$ cat src/sv/spb_pkg.sv
// spb_pkg: shared constants, operation and status codes, and the
// controller/datapath command and status structs of the sorted priority buffer.
// No dependencies.
`default_nettype none

package spb_pkg;

  localparam int DEPTH  = 16;
  localparam int DATA_W = 32;
  localparam int POS_W  = 6;
  localparam int IDX_W  = (DEPTH > 1) ? $clog2(DEPTH) : 1;
  localparam int CNT_W  = $clog2(DEPTH + 1);

  typedef enum logic [1:0] {
    FUNC_INSERT = 2'd0,
    FUNC_PEEK   = 2'd1,
    FUNC_DRAIN  = 2'd2,
    FUNC_NONE   = 2'd3
  } func_t;

  typedef enum logic [1:0] {
    STAT_OK    = 2'd0,
    STAT_EMPTY = 2'd1,
    STAT_FULL  = 2'd2
  } status_t;

  // controller -> datapath
  typedef struct packed {
    logic load_in;     // capture the input beat
    logic exec;        // carry out the captured operation
    logic drain_step;  // emit the front entry and shift left
  } spb_cmd_t;

  // datapath -> controller
  typedef struct packed {
    func_t func;       // captured operation
    logic  empty;      // no entries stored
    logic  last_one;   // exactly one entry stored
    logic  out_free;   // output register can take a beat this cycle
  } spb_stat_t;

endpackage

`default_nettype wire

$ cat src/sv/spb_ctrl.sv
// spb_ctrl: one-hot controller of the sorted priority buffer.
// Depends on spb_pkg (command/status structs, operation codes).
`default_nettype none

module spb_ctrl (
  input  logic                clk,
  input  logic                rst,
  input  logic                in_valid,
  output logic                in_stall,
  input  spb_pkg::spb_stat_t  stat,
  output spb_pkg::spb_cmd_t   cmd
);

  typedef enum logic [2:0] {
    S_IDLE  = 3'b001,
    S_EXEC  = 3'b010,
    S_DRAIN = 3'b100
  } state_t;

  state_t state;
  state_t state_next;

  always_ff @(posedge clk) begin
    if (rst) begin
      state <= S_IDLE;
    end else begin
      state <= state_next;
    end
  end

  always_comb begin
    state_next     = state;
    cmd            = '0;
    in_stall       = 1'b1;
    unique case (state)
      S_IDLE: begin
        in_stall = 1'b0;
        if (in_valid) begin
          cmd.load_in = 1'b1;
          state_next  = S_EXEC;
        end
      end
      S_EXEC: begin
        if (stat.out_free) begin
          cmd.exec = 1'b1;
          if (stat.func == spb_pkg::FUNC_DRAIN && !stat.empty) begin
            state_next = S_DRAIN;
          end else begin
            state_next = S_IDLE;
          end
        end
      end
      S_DRAIN: begin
        if (stat.out_free) begin
          cmd.drain_step = 1'b1;
          if (stat.last_one) begin
            state_next = S_IDLE;
          end
        end
      end
      default: begin
        state_next = S_IDLE;
      end
    endcase
  end

endmodule

`default_nettype wire

$ cat src/sv/spb_datapath.sv
// spb_datapath: input register, sorted entry row with parallel compare and shift,
// entry count and the output register. Depends on spb_pkg.
`default_nettype none

module spb_datapath (
  input  logic                      clk,
  input  logic                      rst,
  input  spb_pkg::spb_cmd_t         cmd,
  output spb_pkg::spb_stat_t        stat,
  input  logic [1:0]                func,
  input  logic signed [31:0]        entry_value,
  input  logic signed [31:0]        entry_priority,
  output logic                      out_valid,
  input  logic                      out_stall,
  output logic [1:0]                status,
  output logic [5:0]                position,
  output logic signed [31:0]        out_value,
  output logic signed [31:0]        out_priority,
  output logic                      last
);

  localparam int Depth = spb_pkg::DEPTH;
  localparam int IdxW  = spb_pkg::IDX_W;
  localparam int CntW  = spb_pkg::CNT_W;
  localparam int PosW  = spb_pkg::POS_W;

  spb_pkg::func_t            func_q;
  logic signed [31:0]        val_q;
  logic signed [31:0]        pri_q;

  logic signed [31:0]        ent_val [Depth];
  logic signed [31:0]        ent_pri [Depth];
  logic signed [31:0]        ins_val [Depth];
  logic signed [31:0]        ins_pri [Depth];
  logic [CntW-1:0]           count;
  logic [IdxW-1:0]           drain_pos;

  logic [Depth-1:0]          ge;     // stored entry stays ahead of the new one
  logic [IdxW-1:0]           slot;
  logic                      full;
  logic                      empty;
  logic                      last_one;
  logic                      do_insert;
  logic                      out_load;

  // input capture
  always_ff @(posedge clk) begin
    if (cmd.load_in) begin
      func_q <= spb_pkg::func_t'(func);
      val_q  <= entry_value;
      pri_q  <= entry_priority;
    end
  end

  assign full     = (count == CntW'(Depth));
  assign empty    = (count == '0);
  assign last_one = (count == CntW'(1));

  // ge is a run of ones from the front since entries are sorted
  always_comb begin
    for (int i = 0; i < Depth; i++) begin
      ge[i] = (CntW'(i) < count) && !(ent_pri[i] < pri_q);
    end
  end

  // insert point: first entry that does not stay ahead
  always_comb begin
    slot = '0;
    for (int i = Depth - 1; i >= 0; i--) begin
      if (!ge[i]) begin
        slot = IdxW'(i);
      end
    end
  end

  always_comb begin
    for (int i = 0; i < Depth; i++) begin
      if (ge[i]) begin
        ins_val[i] = ent_val[i];
        ins_pri[i] = ent_pri[i];
      end else if (i == 0) begin
        ins_val[i] = val_q;
        ins_pri[i] = pri_q;
      end else if (ge[i-1]) begin
        ins_val[i] = val_q;
        ins_pri[i] = pri_q;
      end else begin
        ins_val[i] = ent_val[i-1];
        ins_pri[i] = ent_pri[i-1];
      end
    end
  end

  assign do_insert = cmd.exec && (func_q == spb_pkg::FUNC_INSERT) && !full;

  always_ff @(posedge clk) begin
    if (do_insert) begin
      for (int i = 0; i < Depth; i++) begin
        ent_val[i] <= ins_val[i];
        ent_pri[i] <= ins_pri[i];
      end
    end else if (cmd.drain_step) begin
      for (int i = 0; i < Depth - 1; i++) begin
        ent_val[i] <= ent_val[i+1];
        ent_pri[i] <= ent_pri[i+1];
      end
    end
  end

  always_ff @(posedge clk) begin
    if (rst) begin
      count <= '0;
    end else if (do_insert) begin
      count <= count + CntW'(1);
    end else if (cmd.drain_step) begin
      count <= count - CntW'(1);
    end
  end

  always_ff @(posedge clk) begin
    if (cmd.exec) begin
      drain_pos <= '0;
    end else if (cmd.drain_step) begin
      drain_pos <= drain_pos + IdxW'(1);
    end
  end

  // output register
  assign out_load = cmd.drain_step
                  || (cmd.exec && (func_q == spb_pkg::FUNC_INSERT
                                   || func_q == spb_pkg::FUNC_PEEK
                                   || (func_q == spb_pkg::FUNC_DRAIN && empty)));

  always_ff @(posedge clk) begin
    if (rst) begin
      out_valid <= 1'b0;
    end else if (out_load) begin
      out_valid <= 1'b1;
    end else if (!out_stall) begin
      out_valid <= 1'b0;
    end
  end

  always_ff @(posedge clk) begin
    if (cmd.drain_step) begin
      status       <= spb_pkg::STAT_OK;
      position     <= PosW'(drain_pos);
      out_value    <= ent_val[0];
      out_priority <= ent_pri[0];
      last         <= last_one;
    end else if (out_load) begin
      last <= 1'b1;
      case (func_q)
        spb_pkg::FUNC_INSERT: begin
          out_value    <= val_q;
          out_priority <= pri_q;
          if (full) begin
            status   <= spb_pkg::STAT_FULL;
            position <= '0;
          end else begin
            status   <= spb_pkg::STAT_OK;
            position <= PosW'(slot);
          end
        end
        spb_pkg::FUNC_PEEK: begin
          position <= '0;
          if (empty) begin
            status       <= spb_pkg::STAT_EMPTY;
            out_value    <= '0;
            out_priority <= '0;
          end else begin
            status       <= spb_pkg::STAT_OK;
            out_value    <= ent_val[0];
            out_priority <= ent_pri[0];
          end
        end
        default: begin
          // drain of an empty buffer
          status       <= spb_pkg::STAT_EMPTY;
          position     <= '0;
          out_value    <= '0;
          out_priority <= '0;
        end
      endcase
    end
  end

  assign stat.func     = func_q;
  assign stat.empty    = empty;
  assign stat.last_one = last_one;
  assign stat.out_free = !out_valid || !out_stall;

endmodule

`default_nettype wire

$ cat src/sv/sorted_priority_buffer_unit.sv
// sorted_priority_buffer_unit: top level of the sorted priority buffer.
// Depends on spb_pkg, spb_ctrl and spb_datapath.
//
//   channel | direction | handshake           | payload
//   --------+-----------+---------------------+-------------------------------------------
//   in      | to block  | in_valid / in_stall | func, entry_value, entry_priority
//   out     | from block| out_valid/out_stall | status, position, out_value, out_priority,
//           |           |                     | last
//
// Steps: insert and peek capture the beat, then compare/shift/emit; a drain of n
//   entries captures, executes, then gives one output beat per cycle unless out_stall
//   holds it, from the front of the entry row, which shifts left after each beat.
// One operation is in flight at a time; in_stall is low only while the controller idles.
// Reset (rst, synchronous) empties the buffer and drops any pending output beat;
//   entry contents are not cleared, the count alone marks what is valid.
// A result held by out_stall sits in the output register; a new input beat is still
//   taken, and its execution waits until the output register frees up.
`default_nettype none

module sorted_priority_buffer_unit (
  input  logic                clk,
  input  logic                rst,
  // input channel
  input  logic                in_valid,
  output logic                in_stall,
  input  logic [1:0]          func,
  input  logic signed [31:0]  entry_value,
  input  logic signed [31:0]  entry_priority,
  // output channel
  output logic                out_valid,
  input  logic                out_stall,
  output logic [1:0]          status,
  output logic [5:0]          position,
  output logic signed [31:0]  out_value,
  output logic signed [31:0]  out_priority,
  output logic                last
);

  spb_pkg::spb_cmd_t   cmd;
  spb_pkg::spb_stat_t  stat;

  // sequencing: capture, execute, and per-entry drain steps
  spb_ctrl u_ctrl (
    .clk      (clk),
    .rst      (rst),
    .in_valid (in_valid),
    .in_stall (in_stall),
    .stat     (stat),
    .cmd      (cmd)
  );

  // entry row, parallel priority compare, count and output register
  spb_datapath u_dp (
    .clk            (clk),
    .rst            (rst),
    .cmd            (cmd),
    .stat           (stat),
    .func           (func),
    .entry_value    (entry_value),
    .entry_priority (entry_priority),
    .out_valid      (out_valid),
    .out_stall      (out_stall),
    .status         (status),
    .position       (position),
    .out_value      (out_value),
    .out_priority   (out_priority),
    .last           (last)
  );

endmodule

`default_nettype wire

$ cat config.mk
export PLATFORM = sky130hd
export DESIGN_NAME = sorted_priority_buffer_unit
export DESIGN_NICKNAME = d
export VERILOG_FILES = /design/src/sv/spb_pkg.sv /design/src/sv/spb_ctrl.sv /design/src/sv/spb_datapath.sv /design/src/sv/sorted_priority_buffer_unit.sv
export SDC_FILE = /design/constraint.sdc
export NUM_CORES = 2
export LEC_CHECK = 0
export BUFFER_PORTS_ARGS = -buffer_cell sky130_fd_sc_hd__buf_2
export CAP_MARGIN = 20
export CORE_ASPECT_RATIO = 1.4
export CORE_MARGIN = 2
export CORE_UTILIZATION = 58
export CTS_CLUSTER_SIZE = 24
export DETAILED_ROUTE_END_ITERATION = 8
export PLACE_DENSITY = 0.78
export REMOVE_ABC_BUFFERS = 1
export SKIP_LAST_GASP = 1
export SYNTH_ARGS = -nofsm -noshare
export SYNTH_HDL_FRONTEND = slang
export SYNTH_SLANG_ARGS = --single-unit
$ cat constraint.sdc
create_clock -name clk -period 9.6 [get_ports clk]
set_input_delay 0.96 -clock clk [delete_from_list [all_inputs] [get_ports clk]]
set_output_delay 0.96 -clock clk [all_outputs]
set_load 0.1 [all_outputs]
==> qor.txt <==
Maximum level of the CTS H-tree -> 3
Worst slew slack as a fraction of its limit -> 0.253
Global-route wire length before repair -> 303000 um
Number of pins exceeding their max-slew limit in the final report -> 0
Achievable clock frequency -> 0.155 GHz
Area of the core -> 116000 sq um
Final hold violation count -> 0
Worst hold margin -> 0.363 ns
Starting density of the core -> 0.582
Result of the run -> finished clean
Largest net degree at the start of global routing -> 247
Netlist cell types -> 82
Number of max-cap violations -> 0
Yosys warning total -> 0
Kind of capture point of the worst setup path -> flip-flop
Number of buffers inserted to repair setup after CTS -> 0
Number of cells produced by synthesis -> 6332
Area of the mapped netlist -> 67500 sq um
TritonRoute pass-1 iters -> 6
Highest ir drop seen on vdd -> 0.000145 V
Critical Path RT -> 10.10 ns
Gp weighted congestion -> 0.982
Wirelength per Cell -> 25.9 um
Transition at the pin with the smallest max-transition slack -> 1.12 ns
RSZ-0062 raised after global routing -> no
IO Port Bufs -> 142
Cell accounting for the most synthesized area -> sky130_fd_sc_hd__edfxtp_1
Placement Setup Slack -> 3.32 ns
Final HPWL from detailed placement -> 130000 um
Overall power consumption -> 10.9 mW
Final critical delay including setup and external delays -> 6.44 ns
Final clock period utilization by the worst path -> 0.670
Resize count post-CTS -> 0
Number of antenna violations at the first check in global routing -> 5
Number of placed instances, taps included -> 7594
Ratio of total power to cell area -> 150 nW/um^2
Area taken by multi-input logic gates -> 30400 sq um
Gr ovfl total -> 0
Leakage power -> 27.0 nW
Count of fill cells added during filler insertion -> 9173
Data arrival time at the worst-slack endpoint -> 6.93 ns
Post-synth ARST share -> 0
Startpoint kind of the worst setup timing path -> flip-flop
Maximum fanout along the worst path -> 40
Launch point of the worst reg-to-reg path -> u_dp.pri_q[23]$_DFFE_PP_
Mean cell area of the mapped netlist -> 10.7 sq um
Leading register cell type out of synthesis -> sky130_fd_sc_hd__edfxtp_1
Synthesis-stage register bit count -> 1174
Number of synthesized flops with an enable pin -> 1159
Iter 0 DRT Violations -> 6156
Setup TNS -> 0 ns
Fraction of layout cells with a size suffix above 1 -> 0.0827
Vertical extent of the die -> 408 um
Total clock buffers created by CTS -> 114
Clock root buffer -> sky130_fd_sc_hd__clkbuf_16
Die W -> 292 um
All-layer global routing usage -> 0.333
Detailed-route DRC error count -> 0
DIE AREA -> 119000 sq um
Count of nets after finishing -> 6782
Classification of the worst-slack hold path -> primary input to flip-flop
Final instance count without filler cells -> 7812
I/O pins -> 145
Top area cells in the synthesized netlist -> sky130_fd_sc_hd__edfxtp_1 (52%), sky130_fd_sc_hd__mux2i_1 (10%), sky130_fd_sc_hd__ha_1 (9.3%)
CTS tree -> built
Share of the synthesized area in the top cell type -> 0.516
Via density -> 6.54
Final Worst Setup Slack -> 3.16 ns
Area added between synthesis and finish -> 7.98%
Clock transition time at the flip-flop clock pins of the worst setup and hold paths -> 0.07 ns
Category of the most critical setup path -> flip-flop to flip-flop
Critical path origin -> u_dp.pri_q[23]$_DFFE_PP_
Setup Skew -> 0.0430 ns
Worst Min Path Start -> entry_value[31]
Count of vias placed by the detailed router -> 51065
Clock net sink count -> 1174
Sequential-to-total area share from yosys stat -> 0.520
Sequential cell area in the final layout -> 35100 sq um
Number of buffers inserted for hold repair after clock tree synthesis -> 0
Number of routed nets with antenna violations -> 0
Maximum clock path buffer count -> 3
Via count of the first global-routing pass -> 50010
Floorplan row count -> 148
WL final -> 202000 um
Setup-failing EPs final -> 0
Worst skew pair latency -> 0.77 ns
[final timing paths]
check	to	slack [ns]	depth (start not counted)
min reg2reg	u_dp.drain_pos[1]$_SDFFE_PP0P_	0.51	2
min	u_dp.val_q[31]$_DFFE_PP_	0.36	1
max reg2reg	u_dp.position[1]$_DFFE_PP_	3.16	11
max	u_dp.position[1]$_DFFE_PP_	3.16	11
[worst max-delay path, stage by stage, from the launching register on]
cell	delay, ns
sky130_fd_sc_hd__edfxtp_1	0.56
sky130_fd_sc_hd__clkinv_1	0.90
sky130_fd_sc_hd__ha_1	0.64
sky130_fd_sc_hd__and4_1	0.22
sky130_fd_sc_hd__a221o_1	0.35
sky130_fd_sc_hd__a2111o_1	0.50
sky130_fd_sc_hd__or4_1	0.48
sky130_fd_sc_hd__nand2_4	0.63
sky130_fd_sc_hd__buf_4	0.88
sky130_fd_sc_hd__nand3_1	0.46
sky130_fd_sc_hd__a211oi_1	0.36
sky130_fd_sc_hd__o31ai_1	0.10
[metal layers]
metal  global-route usage  vias up  part of all wire
met5                    0        -          0.000069
met1                0.419    24733              0.38
met3               0.0434      620             0.080
li1                     -    23064                 -
met4                0.206        2             0.067
met2                0.549     2646              0.48
[state kept, by name, summed over array words and instances (netlist names), 2 cells and up]
register	count
u_dp.ent_val	512
u_dp.func_q	2
u_dp.position	4
u_dp.out_priority	32
u_dp.val_q	32
u_dp.count	5
u_dp.ent_pri	512
u_dp.status	2
u_ctrl.state	3
u_dp.drain_pos	4
u_dp.out_value	32
u_dp.pri_q	32
[stage by stage]
step	cell area, sq um	util
after detailed placement	69100	0.596
after global routing	72900	0.629
after floorplan	65400	-
after CTS	72800	0.628
final	72900	0.629
after global placement	69100	0.596
[cells by family after synthesis]
logic type | count (synthesis) | share of synthesized area
and+or+nand+nor | 1702 | 0.103
AOI/OAI and AO/OA | 1673 | 0.137
DFF | 1174 | 0.520
muxes | 743 | 0.112
buffers and inverters | 530 | 0.0342
adders and majority gates | 500 | 0.0927
xor gates and xnor gates | 9 | 0.00117
other | 1 | 0.0000556
[cell usage after synthesis (all sizes together), types with 6 or more instances]
cell	number
nand2	1177
edfxtp	1159
o21ai	1018
mux2i	679
ha	500
a21oi	347
clkbuf	347
nor2	298
buf	126
a21o	80
mux2	64
nand4	62
a31oi	51
nand3	39
a22o	34
clkinv	31
a211oi	27
inv	26
nand2b	25
nor2b	22
nor3	18
o211ai	16
dfxtp	15
o21a	15
and3	13
and4	12
nor4	11
a2111oi	9
a211o	8
a31o	8
o31ai	6
[final cells by class]
| type | instances | area share |
|---|---|---|
| timing repair buffer | 236 | 0.0208 |
| antenna | 1 | 0.0000343 |
| tap | 1500 | 0.0258 |
| clock inverter | 75 | 0.0103 |
| clock buffer | 140 | 0.0410 |
| multi-input combinational | 4629 | 0.417 |
| sequential | 1174 | 0.482 |
| inverter | 57 | 0.00297 |
[cells in the final DEF, fill, tap and decap left out, drive strengths merged, types with 5 or more instances in the layout]
cell type / count
a2111oi: 9
a211o: 8
a211oi: 27
a21o: 80
a21oi: 347
a22o: 34
a22oi: 5
a31o: 8
a31oi: 51
and3: 13
and4: 12
buf: 236
bufinv: 11
clkbuf: 140
clkinv: 84
clkinvlp: 5
dfxtp: 15
edfxtp: 1159
ha: 500
inv: 32
mux2: 64
mux2i: 679
nand2: 1177
nand2b: 25
nand3: 39
nand4: 62
nor2: 298
nor2b: 22
nor3: 18
nor4: 11
o211ai: 16
o21a: 15
o21ai: 1018
o21bai: 5
o31ai: 6
or4: 5
xnor2: 5
[report_power, final]
group	internal [mW]	switching, mW	total [mW]
Sequential	5.62	0.0966	5.72
Combinational	0.192	0.391	0.583
Clock	2.53	2.10	4.63
No activity file was read; power rests on OpenSTA's default activity.
